==> src/sv/framed_command_receiver_unit_defines.svh <==
// Assertion macros used by the framed command receiver top-level RTL.
// Depends on a clock named i_clk and an active-low reset named i_rst_n in scope.
`ifndef FRAMED_COMMAND_RECEIVER_UNIT_DEFINES_SVH
`define FRAMED_COMMAND_RECEIVER_UNIT_DEFINES_SVH

// Consequent must hold in the same cycle as the antecedent.
`define FRCR_ASSERT_SAME(lbl, ante, cons, msg) \
    lbl: assert property (@(posedge i_clk) disable iff (!i_rst_n) (ante) |-> (cons)) \
        else $error(msg);

// Consequent must hold in the cycle after the antecedent.
`define FRCR_ASSERT_NEXT(lbl, ante, cons, msg) \
    lbl: assert property (@(posedge i_clk) disable iff (!i_rst_n) (ante) |=> (cons)) \
        else $error(msg);

`endif

==> src/sv/frcr_pkg.sv <==
// Shared types and constants of the framed command receiver.
// No dependencies; used by the front, queue, back and top-level modules.
`timescale 1ns / 1ps

package frcr_pkg;

    // Configuration register indexes.
    localparam logic [2:0] CFG_START_CHAR  = 3'd0;
    localparam logic [2:0] CFG_END_CHAR    = 3'd1;
    localparam logic [2:0] CFG_TIME_LIMIT  = 3'd2;
    localparam logic [2:0] CFG_SPEED_LIMIT = 3'd3;
    localparam logic [2:0] CFG_PPR         = 3'd4;

    // Result status codes.
    localparam logic [1:0] ST_OK        = 2'd0;
    localparam logic [1:0] ST_TIME      = 2'd1;
    localparam logic [1:0] ST_SPEED     = 2'd2;
    localparam logic [1:0] ST_MALFORMED = 2'd3;

    // Command characters.
    localparam logic [7:0] CMD_GO      = 8'h67; // g
    localparam logic [7:0] CMD_HALT    = 8'h68; // h
    localparam logic [7:0] CMD_TIME    = 8'h74; // t
    localparam logic [7:0] CMD_SPEED   = 8'h73; // s
    localparam logic [7:0] CMD_RELOAD  = 8'h72; // r
    localparam logic [7:0] CMD_CONT    = 8'h63; // c
    localparam logic [7:0] CMD_DUMP    = 8'h64; // d

    // Command queue between front and back.
    localparam int QUEUE_DEPTH = 4;
    localparam int QUEUE_PTR_W = 2;
    localparam int QUEUE_CNT_W = 3;

    // One parsed packet, handed from front to back.
    typedef struct packed {
        logic               malformed;
        logic [7:0]         command;
        logic signed [31:0] argument;
    } t_job;

    // Limits and scale taken from the configuration registers.
    typedef struct packed {
        logic [15:0] time_limit;
        logic [15:0] speed_limit;
        logic [15:0] ppr;
    } t_limits;

    // One result item.
    typedef struct packed {
        logic [1:0]         status;
        logic [7:0]         command;
        logic signed [31:0] argument;
        logic               running;
        logic               start_run;
        logic [47:0]        rotation_pulses;
        logic               stop_run;
        logic               counter_load;
        logic [15:0]        counter_value;
        logic               dump_request;
    } t_result;

endpackage

==> src/sv/frcr_front.sv <==
// Packet framing and on-the-fly parser of the framed command receiver.
// Depends on frcr_pkg; pushes one t_job per closed packet into the queue.
`timescale 1ns / 1ps

module frcr_front #(
    parameter int RX_BUFFER_SIZE = 64
) (
    input  logic                i_clk,
    input  logic                i_rst_n,
    input  logic                i_accept,
    input  logic [7:0]          i_rx_byte,
    input  logic [7:0]          i_start_char,
    input  logic [7:0]          i_end_char,
    output logic                o_push,
    output frcr_pkg::t_job      o_job
);

    localparam int POS_W = $clog2(RX_BUFFER_SIZE + 1);
    localparam logic [POS_W-1:0] POS_LIMIT = POS_W'(RX_BUFFER_SIZE);
    localparam logic signed [35:0] ACC_MAX = 36'sh0_7FFF_FFFF;
    localparam logic signed [35:0] ACC_MIN = -36'sh0_8000_0000;

    typedef enum logic [6:0] {
        PH_BEFORE_CMD = 7'b0000001,
        PH_AFTER_CMD  = 7'b0000010,
        PH_PLUS       = 7'b0000100,
        PH_POS_DIGITS = 7'b0001000,
        PH_DONE       = 7'b0010000,
        PH_MINUS      = 7'b0100000,
        PH_NEG_DIGITS = 7'b1000000
    } t_phase;

    logic               r_in_packet, n_in_packet;
    logic [POS_W-1:0]   r_pos, n_pos;
    t_phase             r_phase, n_phase;
    logic [7:0]         r_cmd, n_cmd;
    logic signed [31:0] r_param, n_param;

    logic               w_space;
    logic               w_digit;
    logic               w_first;
    logic               w_neg;
    logic signed [35:0] w_base;
    logic signed [35:0] w_times10;
    logic signed [35:0] w_sum;
    logic signed [31:0] w_acc;

    assign w_space = (i_rx_byte == 8'h20) || (i_rx_byte >= 8'h09 && i_rx_byte <= 8'h0D);
    assign w_digit = (i_rx_byte >= 8'h30) && (i_rx_byte <= 8'h39);

    // Decimal accumulate with saturation at the 32-bit signed limits.
    always_comb begin
        w_first   = (r_phase == PH_AFTER_CMD) || (r_phase == PH_PLUS) || (r_phase == PH_MINUS);
        w_neg     = (r_phase == PH_MINUS) || (r_phase == PH_NEG_DIGITS);
        w_base    = w_first ? 36'sd0 : 36'(r_param);
        w_times10 = (w_base <<< 3) + (w_base <<< 1);
        if (w_neg) begin
            w_sum = w_times10 - $signed({32'd0, i_rx_byte[3:0]});
        end else begin
            w_sum = w_times10 + $signed({32'd0, i_rx_byte[3:0]});
        end
        if (w_neg && w_sum < ACC_MIN) begin
            w_acc = 32'sh8000_0000;
        end else if (!w_neg && w_sum > ACC_MAX) begin
            w_acc = 32'sh7FFF_FFFF;
        end else begin
            w_acc = w_sum[31:0];
        end
    end

    always_comb begin
        n_in_packet = r_in_packet;
        n_pos       = r_pos;
        n_phase     = r_phase;
        n_cmd       = r_cmd;
        n_param     = r_param;
        o_push      = 1'b0;
        o_job.malformed = (r_pos >= POS_LIMIT) || (r_phase == PH_BEFORE_CMD);
        o_job.command   = r_cmd;
        o_job.argument  = r_param;
        if (i_accept) begin
            if (!r_in_packet) begin
                if (i_rx_byte == i_start_char) begin
                    n_in_packet = 1'b1;
                    n_pos       = POS_W'(1);
                    n_phase     = PH_BEFORE_CMD;
                end
            end else if (i_rx_byte != i_end_char) begin
                if (r_pos < POS_LIMIT) begin
                    n_pos = r_pos + POS_W'(1);
                    case (r_phase)
                        PH_BEFORE_CMD: begin
                            if (!w_space) begin
                                n_cmd   = i_rx_byte;
                                n_phase = PH_AFTER_CMD;
                            end
                        end
                        PH_AFTER_CMD: begin
                            if (w_space) begin
                                n_phase = PH_AFTER_CMD;
                            end else if (i_rx_byte == 8'h2B) begin
                                n_phase = PH_PLUS;
                            end else if (i_rx_byte == 8'h2D) begin
                                n_phase = PH_MINUS;
                            end else if (w_digit) begin
                                n_param = w_acc;
                                n_phase = PH_POS_DIGITS;
                            end else begin
                                n_phase = PH_DONE;
                            end
                        end
                        PH_PLUS, PH_MINUS: begin
                            if (w_digit) begin
                                n_param = w_acc;
                                n_phase = w_neg ? PH_NEG_DIGITS : PH_POS_DIGITS;
                            end else begin
                                n_phase = PH_DONE;
                            end
                        end
                        PH_POS_DIGITS, PH_NEG_DIGITS: begin
                            if (w_digit) begin
                                n_param = w_acc;
                            end else begin
                                n_phase = PH_DONE;
                            end
                        end
                        default: begin
                            n_phase = r_phase;
                        end
                    endcase
                end
            end else begin
                o_push      = 1'b1;
                n_in_packet = 1'b0;
                n_pos       = '0;
                n_phase     = PH_BEFORE_CMD;
            end
        end
    end

    always_ff @(posedge i_clk) begin
        if (!i_rst_n) begin
            r_in_packet <= 1'b0;
            r_pos       <= '0;
            r_phase     <= PH_BEFORE_CMD;
            r_cmd       <= '0;
            r_param     <= '0;
        end else begin
            r_in_packet <= n_in_packet;
            r_pos       <= n_pos;
            r_phase     <= n_phase;
            r_cmd       <= n_cmd;
            r_param     <= n_param;
        end
    end

endmodule

==> src/sv/frcr_queue.sv <==
// Short command queue between the parser front and the command back.
// Depends on frcr_pkg for the job type and depth constants.
`timescale 1ns / 1ps

module frcr_queue (
    input  logic                    i_clk,
    input  logic                    i_rst_n,
    input  logic                    i_push,
    input  frcr_pkg::t_job          i_job,
    input  logic                    i_pop,
    output frcr_pkg::t_job          o_job,
    output logic                    o_empty,
    output logic                    o_full
);

    frcr_pkg::t_job                       r_mem [frcr_pkg::QUEUE_DEPTH];
    logic [frcr_pkg::QUEUE_PTR_W-1:0]     r_wr_ptr;
    logic [frcr_pkg::QUEUE_PTR_W-1:0]     r_rd_ptr;
    logic [frcr_pkg::QUEUE_CNT_W-1:0]     r_count;

    assign o_empty = (r_count == '0);
    assign o_full  = (r_count == frcr_pkg::QUEUE_CNT_W'(frcr_pkg::QUEUE_DEPTH));
    assign o_job   = r_mem[r_rd_ptr];

    always_ff @(posedge i_clk) begin
        if (i_push) begin
            r_mem[r_wr_ptr] <= i_job;
        end
    end

    always_ff @(posedge i_clk) begin
        if (!i_rst_n) begin
            r_wr_ptr <= '0;
            r_rd_ptr <= '0;
            r_count  <= '0;
        end else begin
            if (i_push) begin
                r_wr_ptr <= r_wr_ptr + 1'b1;
            end
            if (i_pop) begin
                r_rd_ptr <= r_rd_ptr + 1'b1;
            end
            if (i_push && !i_pop) begin
                r_count <= r_count + 1'b1;
            end else if (i_pop && !i_push) begin
                r_count <= r_count - 1'b1;
            end
        end
    end

endmodule

==> src/sv/frcr_back.sv <==
// Command executor: run state, speed and time settings, and pulse count.
// Depends on frcr_pkg; takes jobs from the queue and holds the result register.
`timescale 1ns / 1ps

module frcr_back (
    input  logic                i_clk,
    input  logic                i_rst_n,
    input  frcr_pkg::t_job      i_job,
    input  logic                i_job_valid,
    output logic                o_pop,
    input  frcr_pkg::t_limits   i_limits,
    output frcr_pkg::t_result   o_result,
    output logic                o_valid,
    input  logic                i_ready
);

    // floor(x / 15) = (x * RECIP15) >> 34 for every x below 2^30.
    localparam logic [30:0] RECIP15 = 31'h4444_4445;

    typedef enum logic [2:0] {
        S_IDLE  = 3'b001,
        S_QUOT  = 3'b010,
        S_PULSE = 3'b100
    } t_state;

    t_state              r_state, n_state;
    logic                r_run, n_run;
    logic [15:0]         r_speed, n_speed;
    logic [15:0]         r_down, n_down;
    logic [15:0]         r_session, n_session;
    logic [31:0]         r_prod, n_prod;
    logic [26:0]         r_quot, n_quot;
    frcr_pkg::t_result   r_res, n_res;
    logic                r_valid, n_valid;

    logic [60:0]         w_recip;
    logic                w_in_range_time;
    logic                w_in_range_speed;

    assign w_recip = 61'(r_prod[31:2]) * 61'(RECIP15);
    assign w_in_range_time  = !i_job.argument[31] && (i_job.argument[30:16] == '0)
                              && (i_job.argument[15:0] < i_limits.time_limit);
    assign w_in_range_speed = !i_job.argument[31] && (i_job.argument[30:16] == '0)
                              && (i_job.argument[15:0] < i_limits.speed_limit);

    assign o_pop    = (r_state == S_IDLE) && (!r_valid || i_ready) && i_job_valid;
    assign o_result = r_res;
    assign o_valid  = r_valid;

    always_comb begin
        n_state   = r_state;
        n_run     = r_run;
        n_speed   = r_speed;
        n_down    = r_down;
        n_session = r_session;
        n_prod    = r_prod;
        n_quot    = r_quot;
        n_res     = r_res;
        n_valid   = r_valid && !i_ready;
        case (r_state)
            S_IDLE: begin
                if (o_pop) begin
                    n_res                 = '0;
                    n_res.status          = frcr_pkg::ST_OK;
                    n_res.command         = i_job.command;
                    n_res.argument        = i_job.argument;
                    n_valid               = 1'b1;
                    if (i_job.malformed) begin
                        n_res.status = frcr_pkg::ST_MALFORMED;
                    end else if (r_run) begin
                        if (i_job.command == frcr_pkg::CMD_HALT) begin
                            n_run          = 1'b0;
                            n_res.stop_run = 1'b1;
                        end
                    end else begin
                        case (i_job.command)
                            frcr_pkg::CMD_GO: begin
                                n_run           = 1'b1;
                                n_res.start_run = 1'b1;
                                n_prod          = {16'd0, i_limits.ppr} * {16'd0, r_speed};
                                n_valid         = 1'b0;
                                n_state         = S_QUOT;
                            end
                            frcr_pkg::CMD_TIME: begin
                                if (w_in_range_time) begin
                                    n_down              = i_job.argument[15:0];
                                    n_session           = i_job.argument[15:0];
                                    n_res.counter_load  = 1'b1;
                                    n_res.counter_value = i_job.argument[15:0];
                                end else begin
                                    n_res.status = frcr_pkg::ST_TIME;
                                end
                            end
                            frcr_pkg::CMD_RELOAD, frcr_pkg::CMD_CONT: begin
                                n_down              = r_session;
                                n_res.counter_load  = 1'b1;
                                n_res.counter_value = r_session;
                            end
                            frcr_pkg::CMD_SPEED: begin
                                if (w_in_range_speed) begin
                                    n_speed = i_job.argument[15:0];
                                end else begin
                                    n_res.status = frcr_pkg::ST_SPEED;
                                end
                            end
                            frcr_pkg::CMD_DUMP: begin
                                n_res.dump_request = 1'b1;
                            end
                            default: begin
                                n_res.status = frcr_pkg::ST_OK;
                            end
                        endcase
                    end
                    n_res.running = n_run;
                end
            end
            S_QUOT: begin
                n_quot  = w_recip[60:34];
                n_state = S_PULSE;
            end
            S_PULSE: begin
                n_res.rotation_pulses = 48'(r_quot) * 48'(r_down);
                n_valid               = 1'b1;
                n_state               = S_IDLE;
            end
            default: begin
                n_state = S_IDLE;
            end
        endcase
    end

    always_ff @(posedge i_clk) begin
        r_prod <= n_prod;
        r_quot <= n_quot;
        r_res  <= n_res;
    end

    always_ff @(posedge i_clk) begin
        if (!i_rst_n) begin
            r_state   <= S_IDLE;
            r_run     <= 1'b0;
            r_speed   <= '0;
            r_down    <= '0;
            r_session <= '0;
            r_valid   <= 1'b0;
        end else begin
            r_state   <= n_state;
            r_run     <= n_run;
            r_speed   <= n_speed;
            r_down    <= n_down;
            r_session <= n_session;
            r_valid   <= n_valid;
        end
    end

endmodule

==> src/sv/framed_command_receiver_unit.sv <==
// Framed command receiver: takes received bytes one per transfer, frames and
// parses packets, and runs each closed packet's command, giving one result
// transfer per packet. The front accepts a byte in every cycle while its command
// queue (four packets deep) has room; bytes that do not close a packet never
// produce a result. The executor finishes a closed packet as it takes it from the
// queue, except a 'g' start command, which goes on in steps: pulses_per_rotation
// times speed, then the constant division by 60 done as a reciprocal multiply, then
// the multiply by the countdown time. The result register lets a new command start
// as soon as the previous result is taken. No clearing pass is needed after reset.
// Configuration writes take effect at once and should only be made while no packet
// is in flight.
// Depends on frcr_pkg, frcr_front, frcr_queue, frcr_back and the defines header.
`timescale 1ns / 1ps
`include "framed_command_receiver_unit_defines.svh"

module framed_command_receiver_unit #(
    parameter int RX_BUFFER_SIZE = 64
) (
    input  logic               i_clk,
    input  logic               i_rst_n,
    // Configuration write port.
    input  logic               i_cfg_we,
    input  logic [2:0]         i_cfg_index,
    input  logic [15:0]        i_cfg_data,
    // Byte input channel.
    input  logic               i_in_valid,
    output logic               o_in_ready,
    input  logic [7:0]         i_rx_byte,
    // Result output channel.
    output logic               o_out_valid,
    input  logic               i_out_ready,
    output logic [1:0]         o_status,
    output logic [7:0]         o_command,
    output logic signed [31:0] o_argument,
    output logic               o_running,
    output logic               o_start_run,
    output logic [47:0]        o_rotation_pulses,
    output logic               o_stop_run,
    output logic               o_counter_load,
    output logic [15:0]        o_counter_value,
    output logic               o_dump_request
);

    // Configuration registers.
    logic [7:0]  r_start_char;
    logic [7:0]  r_end_char;
    logic [15:0] r_time_limit;
    logic [15:0] r_speed_limit;
    logic [15:0] r_ppr;

    frcr_pkg::t_limits w_limits;
    frcr_pkg::t_job    w_push_job;
    frcr_pkg::t_job    w_head_job;
    frcr_pkg::t_result w_result;
    logic              w_accept;
    logic              w_push;
    logic              w_pop;
    logic              w_q_empty;
    logic              w_q_full;

    // Terms used by the checks at the end of the module.
    logic              w_out_malformed;
    logic              w_out_start;
    logic              w_any_action;
    logic              w_fields_clean;

    always_ff @(posedge i_clk) begin
        if (!i_rst_n) begin
            r_start_char  <= 8'd60;
            r_end_char    <= 8'd62;
            r_time_limit  <= 16'd3600;
            r_speed_limit <= 16'd1000;
            r_ppr         <= 16'd200;
        end else if (i_cfg_we) begin
            case (i_cfg_index)
                frcr_pkg::CFG_START_CHAR:  r_start_char  <= i_cfg_data[7:0];
                frcr_pkg::CFG_END_CHAR:    r_end_char    <= i_cfg_data[7:0];
                frcr_pkg::CFG_TIME_LIMIT:  r_time_limit  <= i_cfg_data;
                frcr_pkg::CFG_SPEED_LIMIT: r_speed_limit <= i_cfg_data;
                frcr_pkg::CFG_PPR:         r_ppr         <= i_cfg_data;
                default: begin
                    r_ppr <= r_ppr;
                end
            endcase
        end
    end

    assign w_limits.time_limit  = r_time_limit;
    assign w_limits.speed_limit = r_speed_limit;
    assign w_limits.ppr         = r_ppr;

    // The front only needs queue room when a byte closes a packet, but holding
    // every byte while the queue is full keeps the handshake simple.
    assign o_in_ready = !w_q_full;
    assign w_accept   = i_in_valid && o_in_ready;

    frcr_front #(
        .RX_BUFFER_SIZE (RX_BUFFER_SIZE)
    ) u_front (
        .i_clk        (i_clk),
        .i_rst_n      (i_rst_n),
        .i_accept     (w_accept),
        .i_rx_byte    (i_rx_byte),
        .i_start_char (r_start_char),
        .i_end_char   (r_end_char),
        .o_push       (w_push),
        .o_job        (w_push_job)
    );

    frcr_queue u_queue (
        .i_clk   (i_clk),
        .i_rst_n (i_rst_n),
        .i_push  (w_push),
        .i_job   (w_push_job),
        .i_pop   (w_pop),
        .o_job   (w_head_job),
        .o_empty (w_q_empty),
        .o_full  (w_q_full)
    );

    frcr_back u_back (
        .i_clk       (i_clk),
        .i_rst_n     (i_rst_n),
        .i_job       (w_head_job),
        .i_job_valid (!w_q_empty),
        .o_pop       (w_pop),
        .i_limits    (w_limits),
        .o_result    (w_result),
        .o_valid     (o_out_valid),
        .i_ready     (i_out_ready)
    );

    assign o_status          = w_result.status;
    assign o_command         = w_result.command;
    assign o_argument        = w_result.argument;
    assign o_running         = w_result.running;
    assign o_start_run       = w_result.start_run;
    assign o_rotation_pulses = w_result.rotation_pulses;
    assign o_stop_run        = w_result.stop_run;
    assign o_counter_load    = w_result.counter_load;
    assign o_counter_value   = w_result.counter_value;
    assign o_dump_request    = w_result.dump_request;

    assign w_out_malformed = o_out_valid && (o_status == frcr_pkg::ST_MALFORMED);
    assign w_out_start     = o_out_valid && o_start_run;
    assign w_any_action    = o_start_run || o_stop_run || o_counter_load || o_dump_request;
    assign w_fields_clean  = (o_start_run || (o_rotation_pulses == 48'd0))
                             && (o_counter_load || (o_counter_value == 16'd0));

    // A malformed packet never triggers any action.
    `FRCR_ASSERT_SAME(a_malformed_no_action, w_out_malformed, !w_any_action, "malformed action")
    // Starting and stopping a run are exclusive, and a start leaves the unit running.
    `FRCR_ASSERT_SAME(a_start_stop_excl, w_out_start, !o_stop_run && o_running, "bad start result")
    // Pulse count and countdown value are zero unless their strobe is set.
    `FRCR_ASSERT_SAME(a_zero_fields, o_out_valid, w_fields_clean, "unused result field not zero")
    // Taking a packet from the queue always leaves room for the next byte.
    `FRCR_ASSERT_NEXT(a_pop_frees_slot, w_pop, o_in_ready, "queue still full after a pop")

endmodule

==> config.mk <==
export PLATFORM = sky130hd
export DESIGN_NAME = framed_command_receiver_unit
export DESIGN_NICKNAME = d
export VERILOG_FILES = /design/src/sv/frcr_pkg.sv /design/src/sv/frcr_front.sv /design/src/sv/frcr_queue.sv /design/src/sv/frcr_back.sv /design/src/sv/framed_command_receiver_unit.sv
export VERILOG_INCLUDE_DIRS = /design/src /design/src/sv
export SDC_FILE = /design/constraint.sdc
export NUM_CORES = 2
export LEC_CHECK = 0
export BUFFER_PORTS_ARGS = -buffer_cell sky130_fd_sc_hd__buf_4
export CORE_ASPECT_RATIO = 1.2
export CORE_MARGIN = 3
export CORE_UTILIZATION = 40
export DETAILED_ROUTE_END_ITERATION = 12
export GPL_ROUTABILITY_DRIVEN = 0
export PLACE_DENSITY = 0.61
export SYNTH_ARGS = -nofsm -noshare
export SYNTH_HDL_FRONTEND = slang
export SYNTH_SLANG_ARGS = --single-unit
==> constraint.sdc <==
create_clock -name i_clk -period 21.8 [get_ports i_clk]
set_input_delay 4.36 -clock i_clk [delete_from_list [all_inputs] [get_ports i_clk]]
set_output_delay 4.36 -clock i_clk [all_outputs]
set_load 0.02 [all_outputs]
### Word-level counts from Yosys, hierarchy flattened

Memory sizes are Yosys's and may differ from the RTL's. A register that Yosys moved wholly into a read port is not among the register bits.
Index checks and enable logic that the tools add are counted.

| word-level totals | value |
|---|---|
| output and inout bits | 113 |
| register bits | 349 |
| input port bits | 32 |
| memories | 1 |
| RAM bits | 164 |
| word-level logic and storage cells | 217 |

Memory list:

| name | depth | width | rd ports | clocked after Yosys merged registers in | write ports | line | source |
|---|---|---|---|---|---|---|---|
| u_queue.r_mem | 4 | 41 | 1 | 1 | 1 | frcr_queue.sv:16 | `frcr_pkg::t_job r_mem [frcr_pkg::QUEUE_DEPTH];` |

| operators by class | value |
|---|---|
| multiplexer cells | 66 |
| multiply operators | 3 |
| equal/unequal tests | 38 |
| add/sub/neg operators | 8 |
| bitwise operators | 3 |
| $lt $le $gt $ge | 10 |
| reductions and logical operators | 57 |

Operators with widths:

| kind | count |
|---|---|
| $mux W32 | 6 |
| $mux W7 | 14 |
| $pmux W48 S2 | 1 |
| $mux W67 | 1 |
| $pmux W32 S2 | 1 |
| $mul A30 B31 Y61 const B | 1 |
| $eq A8 B7 Y1 const B | 7 |
| $mul A27 B16 Y43 | 1 |
| $add A36 B36 Y36 | 1 |
| $add A36 B5 Y36 | 1 |
| $gt A36 B32 Y1 const B | 1 |
| $lt A36 B32 Y1 const B | 1 |
| $mux W36 | 1 |
| $sub A36 B5 Y36 | 1 |
| $mux W35 | 1 |
| $pmux W17 S2 | 1 |
| $lt A16 B16 Y1 | 2 |
| $mul A16 B16 Y32 | 1 |
| $pmux W16 S2 | 1 |
| $reduce_and A6 Y1 | 5 |
| $pmux W7 S4 | 1 |
| $eq A8 B6 Y1 const B | 3 |
| $mux W1 | 20 |
| $mux W19 | 1 |
| 49 further kinds | 111 |

### Depth between registers and ports, before layout

| depth | value |
|---|---|
| depth in word-level cells | 16 |
| mapped depth | 29 |
| gate-level depth less buffers | 28 |

### Cells and area by module

A second synthesis with hierarchy kept.

| unflattened totals | value |
|---|---|
| cell total of the unflattened synthesis | 5,477 |
| area, all modules | 54,355.9 µm² |

Modules (own cells, without submodules):

| module | sequential area each (µm²) | cells each | times used | area each (µm²) |
|---|---|---|---|---|
| frcr_back | 5,955.7 | 4,042 | 1 | 38,811.0 |
| frcr_front | 1,101.1 | 931 | 1 | 6,618.8 |
| frcr_queue | 5,104.9 | 258 | 1 | 6,412.4 |
| framed_command_receiver_unit | 1,281.2 | 246 | 1 | 2,513.7 |

### Worst setup path after synthesis

Ideal clock, no wire load.

| timing | value |
|---|---|
| path type | input to register |
| from | in i_rx_byte[1] |
| to | reg u_front.r_param[13] |
| data required time | 21.669 ns |
| buffers on the path | 3 |
| data arrival time | 8.006 ns |
| cell stages on the path | 17 |
| path slack | 13.663 ns |
| path through | clkbuf_1 > inv_1 > ha_1 > a21o_1 > maj3_1 > a21oi_1 > nand2b_1 > clkbuf_1 > nor3b_1 > or4b_1 > or3_1 > nor4_1 > or3_1 > a31oi_1 > a21oi_2 > buf_6 > a32oi_2 |

| between the ends | value |
|---|---|
| word-level cells in the longest chain between the ends | 11 |

Ends and longest elaborated chain:

| element | line | source |
|---|---|---|
| start: declaration | framed_command_receiver_unit.sv:28 | `input logic [7:0] i_rx_byte,` |
| $add A36 B5 Y36 or $sub A36 B5 Y36 (tied branches) | frcr_front.sv:60, frcr_front.sv:58 |  |
| $mux W36 | frcr_front.sv:57 | `if (w_neg) begin` |
| $gt A36 B32 Y1 | frcr_front.sv:64 | `end else if (!w_neg && w_sum > ACC_MAX) begin` |
| $logic_and A1 B1 Y1 | frcr_front.sv:64 |  |
| $mux W32 | frcr_front.sv:64 |  |
| $mux W32 | frcr_front.sv:62 | `if (w_neg && w_sum < ACC_MIN) begin` |
| $mux W32 | frcr_front.sv:105, frcr_front.sv:113, frcr_front.sv:121 |  |
| $mux W32 | frcr_front.sv:103 | `end else if (i_rx_byte == 8'h2D) begin` |
| $mux W32 | frcr_front.sv:101 | `end else if (i_rx_byte == 8'h2B) begin` |
| $mux W32 | frcr_front.sv:99 | `if (w_space) begin` |
| $pmux W32 S2 | frcr_front.sv:91 | `case (r_phase)` |
| end signal: assignment | frcr_front.sv:153 | `r_param <= n_param;` |
| end: declaration | frcr_front.sv:37 | `logic signed [31:0] r_param, n_param;` |

Parallel ways exist; a longest one is shown, timed or not. The select of a mux whose other input is x is not followed.
A chain may end at the register's enable or synchronous reset.

==> impl_metrics.env <==
export IMPL_status="complete, no violations"
export IMPL_cts_tree="built"
export IMPL_area_delta_synth_final_pct=8.75
export IMPL_arrival_ns=9.07
export IMPL_die_area_sq_um=136000
export IMPL_fmax_mhz=117
export IMPL_synth_area_sq_um=52800
export IMPL_fp_dieW_um=338
export IMPL_synth_flop_cell="edfxtp_1"
export IMPL_final_cell_mix="845 x inv_1, 753 x nand2_1, 667 x fa_1"
export IMPL_core_region_area_sq_um=131000
export IMPL_cap_violations=0
export IMPL_first_pass_iters=6
export IMPL_pin_count=145
export IMPL_worst_pin_slew_ns=1.28
export IMPL_via_count=37641
export IMPL_drive_above_1_share_pct=7.40
export IMPL_gr_usage_all_layers_pct=20.2
export IMPL_clockBufferDepth=3
export IMPL_grt_overflow_total=0
export IMPL_root_buffer="clkbuf_16"
export IMPL_min_period_ns=8.57
export IMPL_clk_latency_ns=0.66
export IMPL_finalSetupTns_ns=0
export IMPL_endpoint="u_back.o_result[58]"
export IMPL_antenna_found_initial=0
export IMPL_synth_edf_count=327
export IMPL_synth_avg_cell_area_sq_um=9.89
export IMPL_wl_per_cell_um=19.1
export IMPL_hpwl_mm=104
export IMPL_drc_errors=0
export IMPL_h_tree_depth=2
export IMPL_r2r_end="u_back.o_result[58]"
export IMPL_clk_pin_slew_ns=0.06
export IMPL_start_util_pct=40.4
export IMPL_cts_resized_gates=0
export IMPL_r2r_cells=22
export IMPL_async_reset_ff_share_pct=0
export IMPL_cts_sinks=508
export IMPL_final_max_slew_violation_count=0
export IMPL_hp_class="flop to flop"
export IMPL_synth_ff_latch_count=508
export IMPL_timing_final_crit_share_pct=39.3
export IMPL_ant_nets=0
export IMPL_reg2reg_from="u_back.r_down[3]"
export IMPL_final_hold_viol_count=0
export IMPL_wl_mm=135
export IMPL_final_core_util_pct=43.9
export IMPL_cts_made_buffers=56
export IMPL_worstPathMaxFanout=28
export IMPL_ys_warn_count=0
export IMPL_cp_end_kind="flop"
export IMPL_synth_cell_types=105
export IMPL_num_rows=145
export IMPL_syn_inst=5332
export IMPL_ir_drop_mv=0.0899
export IMPL_crit_type="flop to flop"
export IMPL_p_per_area_nw_per_um2=52.4
export IMPL_routed_via_density=5.31
export IMPL_grt_max_degree=66
export IMPL_power_leakage_nw=27.0
export IMPL_grt_pass1_vias=39170
export IMPL_finalSetupViolations=0
export IMPL_fp_dieH_um=404
export IMPL_nets=6606
export IMPL_finalClockSkew_ns=0.0273
export IMPL_r2r_slack_ns=13.23
export IMPL_numPortBuffers=139
export IMPL_grt_first_pass_wirelength_mm=217
export IMPL_rsz0062_at_grt="false"
export IMPL_required_ns=22.30
export IMPL_slew_limit_headroom_pct=14.4
export IMPL_final_common_cell="inv_1"
export IMPL_post_cts_setup_buffer_count=0
export IMPL_startpoint="u_back.r_down[3]"
export IMPL_postCtsHoldBufs=0
export IMPL_fin_ws_ns=13.23
export IMPL_place_ws_ns=13.19
export IMPL_drt_iter0_drc=2377
export IMPL_start_kind="flop"
export IMPL_seq_area_frac_synth_pct=25.5
state kept, by name, indices dropped and copies added (netlist names), 16 cells and up, named ones only:
name	count
r_speed_limit	16
u_back.r_prod	30
u_back.o_result	106
u_queue.r_mem	164
u_back.r_session	16
u_back.r_speed	16
r_time_limit	16
u_back.r_quot	27
u_back.r_down	16
r_ppr	16
u_front.r_param	32
cell usage after synthesis, types with 30 or more instances:
library cell	number	area share (%)
inv_1	846	6.0
nand2_1	755	5.4
fa_1	667	25
ha_1	551	13
edfxtp_1	327	19
nor2_1	246	1.8
and2_1	240	2.8
a21oi_1	203	1.9
dfxtp_1	181	6.9
clkbuf_1	172	1.2
xnor2_1	111	1.8
o21ai_0	103	0.98
nand3_1	61	0.58
a21o_1	60	0.85
nor3_1	55	0.52
xor2_1	55	0.91
and3_1	49	0.58
mux2i_1	47	0.89
mux4_2	41	1.8
nand2b_1	38	0.45
o211ai_1	31	0.44
nand4_1	30	0.36
metrics by stage:
stage,hold slack [ns],std cells,total power [mW],cell area [sq um]
after global placement,0.442,6988,1.99,55400
final,0.456,7095,3.01,57400
after global routing,0.472,7094,3.13,57400
after floorplan,0.436,5336,1.63,52800
after detailed placement,0.447,6988,2.00,55400
after CTS,0.456,7094,3.05,57400
kinds of logic after synthesis:
| group | count (synthesis) | share of synthesized area, % |
|---|---|---|
| adders and majority gates | 1222 | 38.5 |
| AOI/OAI and AO/OA | 643 | 8.14 |
| xor gates and xnor gates | 166 | 2.76 |
| DFF | 508 | 25.5 |
| other | 1 | 0.00711 |
| buffers and inverters | 1076 | 7.95 |
| muxes | 88 | 2.64 |
| and+or+nand+nor | 1628 | 14.6 |
metal layers:
layer | global-route usage (%) | part of all wire (%)
met5 | 0 | 0
met3 | 2.84 | 5.7
met2 | 35.0 | 49
met1 | 26.3 | 42
met4 | 5.53 | 2.6
cell type report:
type | instances | area [sq um]
timing repair buffer | 190 | 1430
multi-input combinational | 3752 | 35200
fill | 12486 | 73200
clock inverter | 35 | 509
clock buffer | 71 | 1510
antenna | 1 | 2.50
sequential | 508 | 13400
inverter | 848 | 3190
tap | 1690 | 2110
report_power, final:
group	switching, mW	internal, mW	leakage [nW]
combinational	0.469	0.257	21.4
sequential	0.0713	1.17	4.68
clock	0.425	0.615	0.979
worst min path at each step:
stage                      startpoint           endpoint  slack (ns)  cells past startpoint
detailed placement    r_time_limit[5]    r_time_limit[5]        0.45                      2
CTS                   r_time_limit[5]    r_time_limit[5]        0.46                      2
floorplan           r_speed_limit[10]  r_speed_limit[10]        0.44                      2
global placement      r_time_limit[3]    r_time_limit[3]        0.44                      2
finish                r_time_limit[5]    r_time_limit[5]        0.46                      2
global route          r_time_limit[5]    r_time_limit[5]        0.47                      2
worst max-delay path, stage by stage, from the launching register on:
cell and delay (ns):
dfxtp_1 1.17, nand2_1 0.19, fa_1 0.59, inv_1 0.05
fa_1 0.54, fa_1 0.45, fa_1 0.51, inv_1 0.06
fa_1 0.53, inv_1 0.06, fa_1 0.47, ha_1 0.40
nand3_1 0.10, a2111oi_0 0.71, nor2_1 0.17, a211oi_1 0.35
o31a_1 0.35, o2111ai_1 0.22, a21boi_0 0.46, o41ai_1 0.26
o211a_1 0.28, or3_1 0.34, a21oi_1 0.14
Power figures use the tool's default switching activity.
